`src/sv/twister_keystream_byte_cipher_defines.svh`:
```
// Assertion helpers shared by the RTL files.
`ifndef TWISTER_KEYSTREAM_BYTE_CIPHER_DEFINES_SVH
`define TWISTER_KEYSTREAM_BYTE_CIPHER_DEFINES_SVH

// Consequent must hold in the same cycle as the antecedent.
`define TWK_ASSERT_NOW(label, ante, cons, msg) \
    label: assert property (@(posedge i_clk) disable iff (!i_rst_n) (ante) |-> (cons)) \
        else $error(msg);

// Consequent must hold in the cycle after the antecedent.
`define TWK_ASSERT_NEXT(label, ante, cons, msg) \
    label: assert property (@(posedge i_clk) disable iff (!i_rst_n) (ante) |=> (cons)) \
        else $error(msg);

`endif

```
`src/sv/twk_pkg.sv`:
```
`timescale 1ns / 1ps
package twk_pkg;

    localparam int STATE_WORDS       = 624;
    localparam int RECURRENCE_OFFSET = 397;
    localparam int IDX_W             = 10;
    localparam int WORD_W            = 32;

    localparam logic [IDX_W-1:0] LAST_IDX = IDX_W'(STATE_WORDS - 1);

    typedef enum logic [2:0] {
        ST_READY,
        ST_SEED,
        ST_PRIME,
        ST_LOAD,
        ST_PEND
    } t_state;

    typedef struct packed {
        logic seed_start;
        logic seed_run;
        logic prime;
        logic load;
        logic emit;
        logic use_held;
    } t_dp_cmd;

    typedef struct packed {
        logic out_free;
        logic seed_last;
    } t_dp_status;

endpackage

```
`src/sv/twk_ctrl.sv`:
```
`timescale 1ns / 1ps
`include "twister_keystream_byte_cipher_defines.svh"
module twk_ctrl
    import twk_pkg::*;
(
    input  logic       i_clk,
    input  logic       i_rst_n,
    input  logic       i_in_valid,
    input  logic       i_in_restart,
    output logic       o_in_ready,
    input  t_dp_status i_status,
    output t_dp_cmd    o_cmd
);

    t_state r_state;
    t_state n_state;
    logic   accept;

    always_ff @(posedge i_clk) begin
        if (!i_rst_n) begin
            r_state <= ST_READY;
        end else begin
            r_state <= n_state;
        end
    end

    always_comb begin
        n_state = r_state;
        unique case (r_state)
            ST_READY: begin
                if (accept && i_in_restart) begin
                    n_state = ST_SEED;
                end
            end
            ST_SEED: begin
                if (i_status.seed_last) begin
                    n_state = ST_PRIME;
                end
            end
            ST_PRIME: n_state = ST_LOAD;
            ST_LOAD:  n_state = ST_PEND;
            ST_PEND: begin
                if (i_status.out_free) begin
                    n_state = ST_READY;
                end
            end
            default:  n_state = ST_READY;
        endcase
    end

    always_comb begin
        o_in_ready       = (r_state == ST_READY) && i_status.out_free;
        accept           = o_in_ready && i_in_valid;
        o_cmd.seed_start = accept && i_in_restart;
        o_cmd.seed_run   = (r_state == ST_SEED);
        o_cmd.prime      = (r_state == ST_PRIME);
        o_cmd.load       = (r_state == ST_LOAD);
        o_cmd.use_held   = (r_state == ST_PEND);
        // a held restart byte goes out once the table is primed
        o_cmd.emit       = (accept && !i_in_restart)
                         || ((r_state == ST_PEND) && i_status.out_free);
    end

    `TWK_ASSERT_NOW(a_emit_needs_slot, o_cmd.emit, i_status.out_free, "emit without free slot")
    `TWK_ASSERT_NEXT(a_seed_to_prime, o_cmd.seed_run && i_status.seed_last, r_state == ST_PRIME, "no prime")
    `TWK_ASSERT_NEXT(a_restart_seeds, o_cmd.seed_start, r_state == ST_SEED, "restart did not seed")

endmodule

```
`config.mk`:
```
export PLATFORM = sky130hd
export DESIGN_NAME = twk_ctrl
export DESIGN_NICKNAME = d
export VERILOG_FILES = /design/src/sv/twk_pkg.sv /design/src/sv/twk_ctrl.sv
export VERILOG_INCLUDE_DIRS = /design/src /design/src/sv
export SDC_FILE = /design/constraint.sdc
export NUM_CORES = 1
export LEC_CHECK = 0
export BUFFER_PORTS_ARGS = -buffer_cell sky130_fd_sc_hd__buf_2
export CAP_MARGIN = 10
export CELL_PAD_IN_SITES_DETAIL_PLACEMENT = 0
export CELL_PAD_IN_SITES_GLOBAL_PLACEMENT = 1
export CORE_AREA = 4 4 41 43
export DETAILED_ROUTE_END_ITERATION = 7
export DIE_AREA = 0 0 45 47
export GPL_TIMING_DRIVEN = 0
export PLACE_DENSITY_LB_ADDON = 0.1
export SLEW_MARGIN = 30
export SYNTH_ARGS = -nofsm -noshare
export SYNTH_HDL_FRONTEND = slang
export SYNTH_SLANG_ARGS = --single-unit
export TNS_END_PERCENT = 5
```
`constraint.sdc`:
```
create_clock -name i_clk -period 1.8 [get_ports i_clk]
set_clock_uncertainty 0.05 [all_clocks]
set_input_delay 0 -clock i_clk [delete_from_list [all_inputs] [get_ports i_clk]]
set_output_delay 0 -clock i_clk [all_outputs]
set_load 0.02 [all_outputs]
```
==> impl_metrics.tcl, run 1 <==
set metrics [dict create \
    rsz0062_at_grt "no" \
    seq_area_um2 60.06 \
    layout_min_cycle_time_ps 1442 \
    syn_to_final_growth_pct 59.17 \
    drt-wirelength-per-cell_um 9.793 \
    synth_top_area_cell "dfxtp_1" \
    crit_fanout 10 \
    syn_area_per_cell_um2 8.458 \
    ys_seq_area_share_pct 28.40 \
    placedInstanceArea_um2 290.3 \
    worst_pin_slew_ps 243.2 \
    drive_gt1_share_pct 44.19 \
    place.gp.congestion 0.6667 \
    path_buf_inv 2 \
    cts.reportedPaths.clkPinSlew_ps 40 \
    synth_top_area_share_pct 28.40 \
    fin_hold_ws_ps 67.37 \
    antenna_left 0 \
    worstSetupPathType "reg2out" \
    grt_pass1_vias 224 \
    multi_input_area_um2 131.4 \
    drt_wl_total_um 568 \
    cpPeakStageDelay_ps 400 \
    fill_cells 158 \
    antenna_found_initial 0 \
    maxSlewHeadroom_pct 83.56 \
    synth_common_cells "dfxtp_1, nand2b_1" \
    clock_latency_ps 230 \
    r2r_slack_ps 800 \
    drc 0 \
    cp.required_ps 1750 \
    syn-num-nets 31 \
    critPathMostFrequentCell "buf_2" \
    synth_edf_count 0 \
    netlist_area_um2 211.5 \
    postCtsResizedCells 0 \
    core_mm2 0.001301 \
    crit_start "r_state[1]" \
    fin_nets 50 \
    dr.pass1.iters 2 \
    fp.dieH_um 47 \
    p_switching_mw 0.07363 \
    critPathSlowestCell "or3b_4" \
    crit_family "simple AND/OR/NAND/NOR gates" \
    cp-end-kind "output pin" \
    vias 232 \
    postLayoutCoreUtil_pct 25.87 \
    io_pins 13 \
    first_iter_violations 1 \
    top_regs "r_state: 3 flops" \
    cts_tree "done" \
    tns_ps 0 \
    min_from "i_status[1]" \
    numCtsBuffers 3 \
    grt_overflow 0 \
    maxCapViolations 0 \
    syn_inst 25 \
    dpl.hpwl_um 434.3 \
    crit_path_cell_trace "buf_2, or3b_4, nor3_2, buf_2" \
    synthArstFlopShare_pct 0 \
    synth-seq-cells 3 \
    start_util_pct 16.25 \
    vias_per_cell 4.000 \
    clkPwrFrac_pct 46.6 \
    pwr-share-comb_pct 25.5 \
    largest_reg_flops 3 \
    hold_violations 0 \
    leakagePower_nw 0.1583 \
    die_w_um 45 \
    worst_slack_ps 357.7 \
    synthFlopType "dfxtp_1" \
    ys_warn_count 0 \
    hold_class "in2reg" \
    post_cts_buffers 0 \
    clock.fmax_ghz 0.6933 \
    io_buffers 12 \
    diodes 0 \
    top_register "r_state" \
    status "complete, no violations" \
    ys_top_cells_by_area "dfxtp_1, nand2b_1, nor3b_1" \
    slew_violations 0 \
    setup_viol 0 \
    clock-sinks 3 \
    grt_usage_pct 6.714 \
    p_int_mw 0.1847 \
    p_sw_share_pct 28.50 \
    row_count 13 \
    power_frac_seq_pct 27.9 \
    power.density_mw_per_mm2 767.5 \
    cts_root_buf "clkbuf_4" \
    grt_max_degree 11 \
    final_area_um2 336.6 \
    htreeDepth 1 \
    worstReg2RegStart "r_state[2]" \
    fin_crit_sh_pct 80.13 \
    worstSetupStartpointType "flop" \
    die_area_mm2 0.002115 \
    irDropWorstVdd_uv 264.6 \
    critPathArrivalTime_ps 1390 \
    post-place-ws_ps 599.8 \
    ys_types 17 \
    cts_buffer_depth 2 \
    grt_pass1_wl_um 945 \
]
-- worst paths after layout --
path	to	depth (start not counted)
setup / recovery	o_cmd[5]	4
hold / removal	r_state[2]	3
setup reg to reg	r_state[2]	2
hold reg to reg	r_state[1]	3
-- power by group through the flow --
stage	Combinational (mW)	Sequential (mW)	Clock (mW)
5_1_grt	0.0732	0.0724	0.131
3_3_place_gp	0.0634	0.0731	0
2_1_floorplan	0.0431	0.0729	0
4_1_cts	0.0671	0.0721	0.126
3_5_place_dp	0.0636	0.0732	0
6_report	0.0660	0.0721	0.120
-- metrics by stage --
stage                     total power [mW]  cells
after floorplan                     0.1161     25
after global placement              0.1365     52
after detailed placement            0.1368     52
after CTS                           0.2655     58
after global routing                0.2764     58
final                               0.2583     58
-- per-layer routing --
layer / share of wire [%] / track usage, %
met2: 44 / 8.757
met4: 2.1 / 5.263
met1: 45 / 7.500
met3: 8.3 / 4.598
met5: 0 / 0
-- cells in the final DEF (no fill, tap or decap) --
cell           synthesis  layout
buf_2                  1      13
nor2_1                 1       1
nand2_1                1       1
a21oi_1                2       2
dfxtp_1                3       3
clkbuf_1               0       1
or3b_4                 1       1
nand3b_1               1       1
nor3b_1                2       2
and3b_1                1       1
clkbuf_4               0       3
o21a_1                 2       2
dlygate4sd3_1          0       2
a311oi_1               1       1
nor3_1                 2       2
nor4b_1                1       1
nor3_2                 1       1
nand2b_1               3       3
inv_1                  1       1
buf_6                  1       1
-- worst reg2reg max path, stage by stage (launching register included) --
cell and delay [ps]:
dfxtp_1 440, and3b_1 230, o21a_1 180
-- cells by family after synthesis --
group,share of synthesized area (%)
DFF,28.40
buffers and inverters,9.463
and+or+nand+nor,46.15
AOI/OAI and AO/OA,15.98
-- area by class of cell --
cell class	instances	share of cell area (%)
Multi-Input combinational cell	19	39.03
Timing Repair Buffer	14	23.79
Sequential cell	3	17.84
Clock buffer	4	7.807
Tap cell	15	5.576
Buffer	2	4.833
Inverter	1	1.115
-- timing repair --
item                                    4_1_cts  5_1_grt
endpoints found under the setup margin        0        0
endpoints found under the hold margin         3        0
hold buffers                                  2        0
(Power assumes the default switching activity.)
==> run 2, diff against run 1 <==
- clock period: 1.8 -> 1.3 ns (I/O delays scaled with it)
==> impl_metrics.tcl, run 2 (synthesized netlist as in run 1, its figures left out) <==
set metrics [dict create \
    p_int_mw 0.2634 \
    power_frac_seq_pct 28.4 \
    place.gp.congestion 0.6667 \
    fin_hold_ws_ps 66.07 \
    syn_to_final_growth_pct 68.05 \
    worstSetupStartpointType "flop" \
    core_mm2 0.001301 \
    layout_min_cycle_time_ps 1336 \
    start_util_pct 16.25 \
    leakagePower_nw 0.1594 \
    maxSlewHeadroom_pct 83.29 \
    p_sw_share_pct 28.67 \
    drc 0 \
    drt-wirelength-per-cell_um 10.52 \
    first_iter_violations 0 \
    clkPwrFrac_pct 45.1 \
    crit_fanout 3 \
    die_area_mm2 0.002115 \
    power_mw 0.3693 \
    final_cell_mix "buf_2, nand2b_1, clkbuf_4, buf_4" \
    hold_class "in2reg" \
    top_regs "r_state: 3 flops" \
    slew_violations 0 \
    worstSetupPathType "reg2out" \
    cp-end-kind "output pin" \
    clock_latency_ps 230 \
    fin_nets 50 \
    worst_pin_slew_ps 247.2 \
    clock.fmax_ghz 0.7485 \
    drive_gt1_share_pct 48.84 \
    final_area_um2 355.3 \
    grt_overflow 0 \
    vias 237 \
    mostFrequentLayoutCell "buf_2" \
    violations "setup timing" \
    antenna_left 0 \
    fin_crit_sh_pct 102.8 \
    crit_path_cell_trace "buf_6, or3b_4, nor3_2, buf_4" \
    irDropWorstVdd_uv 366.7 \
    grt_pass1_vias 221 \
    maxCapViolations 0 \
    io_buffers 12 \
    p_switching_mw 0.1059 \
    grt_pass1_wl_um 986 \
    numCtsBuffers 3 \
    largest_reg_flops 3 \
    rsz0062_at_grt "yes" \
    die_w_um 45 \
    placedInstanceArea_um2 290.3 \
    post-place-ws_ps 99.77 \
    cts_root_buf "clkbuf_4" \
    dpl.hpwl_um 434.3 \
    worst_slack_ps -36.02 \
    dr.pass1.iters 1 \
    multi_input_area_um2 135.1 \
    cp.required_ps 1250 \
    vias_per_cell 4.086 \
    antenna_found_initial 0 \
    postLayoutCoreUtil_pct 27.31 \
    cpPeakStageDelay_ps 390 \
    grt_usage_pct 7.109 \
    htreeDepth 1 \
    pwr-share-comb_pct 26.5 \
    power.density_mw_per_mm2 1039 \
    cts.reportedPaths.clkPinSlew_ps 40 \
    critPathArrivalTime_ps 1290 \
    cts_buffer_depth 2 \
    setup_viol 3 \
    critPathSlowestCell "or3b_4" \
    drt_wl_total_um 610 \
    cts_tree "done" \
    io_pins 13 \
    grt_max_degree 11 \
    hold_violations 0 \
    row_count 13 \
    diodes 0 \
    status "finished with violations" \
    top_register "r_state" \
    clock-sinks 3 \
    seq_area_um2 61.31 \
    fill_cells 154 \
    fp.dieH_um 47 \
]
## run 2: area by class of cell
cell class	instances	share of cell area (%)
flip-flops and latches	3	17.25
clock buffers	4	7.394
repair buffers	15	27.82
well taps	15	5.282
multi-input cells	19	38.03
inverters	1	1.056
plain buffers	1	3.169
## run 2: worst paths after layout
check                           cells past startpoint   startpoint         end  slack [ps]
worst min register to register                      2   r_state[1]  r_state[1]         490
worst max register to register                      4   r_state[0]  r_state[2]         200
worst min-delay path                                3  i_status[1]  r_state[2]          70
worst max-delay path                                4   r_state[0]    o_cmd[5]         -40
## run 2: what timing repair did
item                                   in CTS  in global routing
endpoints found under the hold margin       3                  0
cloned                                      0                  0
resized for setup                           5                  1
setup endpoints to repair                   3                  4
setup buffers                               1                  0
pin swaps                                   2                  0
hold buffers                                2                  0
## run 2: through the flow
step | setup TNS, ps | instances
after floorplan | 0 | 25
after global placement | 0 | 52
after detailed placement | 0 | 52
after CTS | -130.4 | 58
after global routing | -256.7 | 58
final | -87.58 | 58
## run 2: routing by layer
metal / routed length (µm) / global-route usage, %
met1: 277 / 8.182
met2: 269 / 9.322
met3: 51 / 4.598
met4: 12 / 5.263
met5: 0 / 0
## run 2: power by group through the flow
stage | clock, mW | sequential (mW) | combinational, mW
after floorplan | 0 | 0.101 | 0.0597
after global placement | 0 | 0.101 | 0.0878
after detailed placement | 0 | 0.101 | 0.0881
after CTS | 0.175 | 0.104 | 0.0978
after global routing | 0.181 | 0.106 | 0.106
final | 0.167 | 0.105 | 0.0979
## run 2: worst max-delay path, delay by kind of cell (launching register included)
kind          cells  cell delay, ps
flops             1             300
simple gates      2             490
buf+inv           2             270
==> run 3, diff against run 2 <==
- CTS_BUF_LIST: default -> sky130_fd_sc_hd__clkbuf_8
==> impl_metrics.tcl, run 3 (synthesized netlist as in run 1, its figures left out) <==
set metrics [dict create \
    irDropWorstVdd_uv 513.9 \
    drc 0 \
    crit_fanout 3 \
    postLayoutCoreUtil_pct 27.98 \
    grt_pass1_wl_um 986 \
    row_count 13 \
    place.gp.congestion 0.6667 \
    drt-wirelength-per-cell_um 10.51 \
    cpPeakStageDelay_ps 390 \
    hold_violations 0 \
    drive_gt1_share_pct 50.00 \
    htreeDepth 1 \
    layout_min_cycle_time_ps 1313 \
    cts.reportedPaths.clkPinSlew_ps 30 \
    post-place-ws_ps 99.77 \
    io_pins 13 \
    clock-sinks 3 \
    rsz0062_at_grt "yes" \
    first_iter_violations 2 \
    grt_overflow 0 \
    cp-end-kind "output pin" \
    top_regs "r_state: 3 flops" \
    leakagePower_nw 0.1671 \
    clock_latency_ps 210 \
    fp.dieH_um 47 \
    dp_cells 52 \
    fin_nets 49 \
    critPathArrivalTime_ps 1260 \
    core_mm2 0.001301 \
    placedInstanceArea_um2 290.3 \
    maxCapViolations 0 \
    worst_pin_slew_ps 247.2 \
    numCtsBuffers 3 \
    largest_reg_flops 3 \
    crit_family "simple AND/OR/NAND/NOR gates" \
    worstSetupPathType "reg2out" \
    vias_per_cell 4.035 \
    path_buf_inv 2 \
    maxSlewHeadroom_pct 83.29 \
    power_mw 0.4624 \
    worstSetupStartpointType "flop" \
    mostFrequentLayoutCell "buf_2" \
    diodes 0 \
    violations "setup timing" \
    drt_wl_total_um 599 \
    top_register "r_state" \
    syn_to_final_growth_pct 72.19 \
    final_area_um2 364.1 \
    io_buffers 12 \
    vias 230 \
    start_util_pct 16.25 \
    setup_viol 2 \
    antenna_left 0 \
    clock.fmax_ghz 0.7614 \
    cts_tree "done" \
    grt_usage_pct 6.951 \
    die_area_mm2 0.002115 \
    fin_crit_sh_pct 101.0 \
    power.density_mw_per_mm2 1270 \
    fill_cells 151 \
    final_cell_count_no_fill 57 \
    final_cell_mix "buf_2, nand2b_1, clkbuf_8, buf_4" \
    slew_violations 0 \
    grt_pass1_vias 219 \
    cts_buffer_depth 2 \
    critPathSlowestCell "or3b_4" \
    die_w_um 45 \
    cp.required_ps 1250 \
    dr.pass1.iters 2 \
    status "finished with violations" \
    grt_max_degree 11 \
    cts_root_buf "clkbuf_8" \
    hold_class "in2reg" \
    antenna_found_initial 0 \
    dpl.hpwl_um 434.3 \
    crit_path_cell_trace "buf_6, or3b_4, nor3_2, buf_4" \
    worst_slack_ps -13.45 \
]
## run 3: cell types whose count changed in the layout (fill, tap and decap cells not counted)
cell / before / now
clkbuf_4: 3 / 0
inv_1: 1 / 2
clkbuf_1: 1 / 0
clkbuf_8: 0 / 3
dlygate4sd3_1: 2 / 1
## run 3: metal layers
metal | share of wire [%] | up-vias | global-route usage, % | wire length (µm)
met3 | 7.2 | 0 | 4.598 | 43
met4 | 0 | 0 | 3.509 | 0
met2 | 46 | 9 | 9.322 | 277
met5 | 0 | - | 0 | 0
met1 | 46 | 98 | 8.409 | 278
li1 | - | 123 | - | -
## run 3: layout make-up
type                       instances  area, µm²  share of cell area (%)
sequential                         3      61.31                   16.84
tap                               15      18.77                   5.155
buffer                             1      11.26                   3.093
clock inverter                     1      3.754                   1.031
clock buffer                       3      41.29                   11.34
multi-input combinational         19      135.1                   37.11
inverter                           1      3.754                   1.031
timing repair buffer              14      88.84                   24.40
## run 3: path summary, 6_finish.rpt
path / startpoint / cells after the start / endpoint / slack [ps]
setup reg to reg: r_state[0] / 4 / r_state[2] / 200
hold / removal: i_status[0] / 3 / r_state[1] / 3
hold reg to reg: r_state[1] / 2 / r_state[1] / 490
setup / recovery: r_state[0] / 4 / o_cmd[5] / -10
## run 3: where the power goes
group / leakage, nW / total [mW] / internal (mW) / switching (mW)
clock: 0.0269 / 0.262 / 0.201 / 0.0608
combinational: 0.115 / 0.0957 / 0.0479 / 0.0478
sequential: 0.0249 / 0.105 / 0.0985 / 0.00644
## run 3: repair_timing
action                                  in CTS  in global routing
gates cloned                                 0                  0
endpoints found under the setup margin       3                  4
endpoints found under the hold margin        1                  0
gates resized for setup                      5                  1
buffers inserted                             1                  0
pin swaps                                    2                  0
hold buffers                                 1                  0
## run 3: worst reg2reg max path: stages (launching register included)
cell	delay, ps
dfxtp_1	290
buf_6	110
buf_4	150
nor4b_1	300
o21a_1	140
## run 3: through the flow
stage	hold slack, ps	setup TNS (ps)
floorplan	64.33	0
global placement	172.3	0
detailed placement	186.6	0
CTS	3.782	-53.89
global route	42.04	-159.8
finish	2.512	-23.18
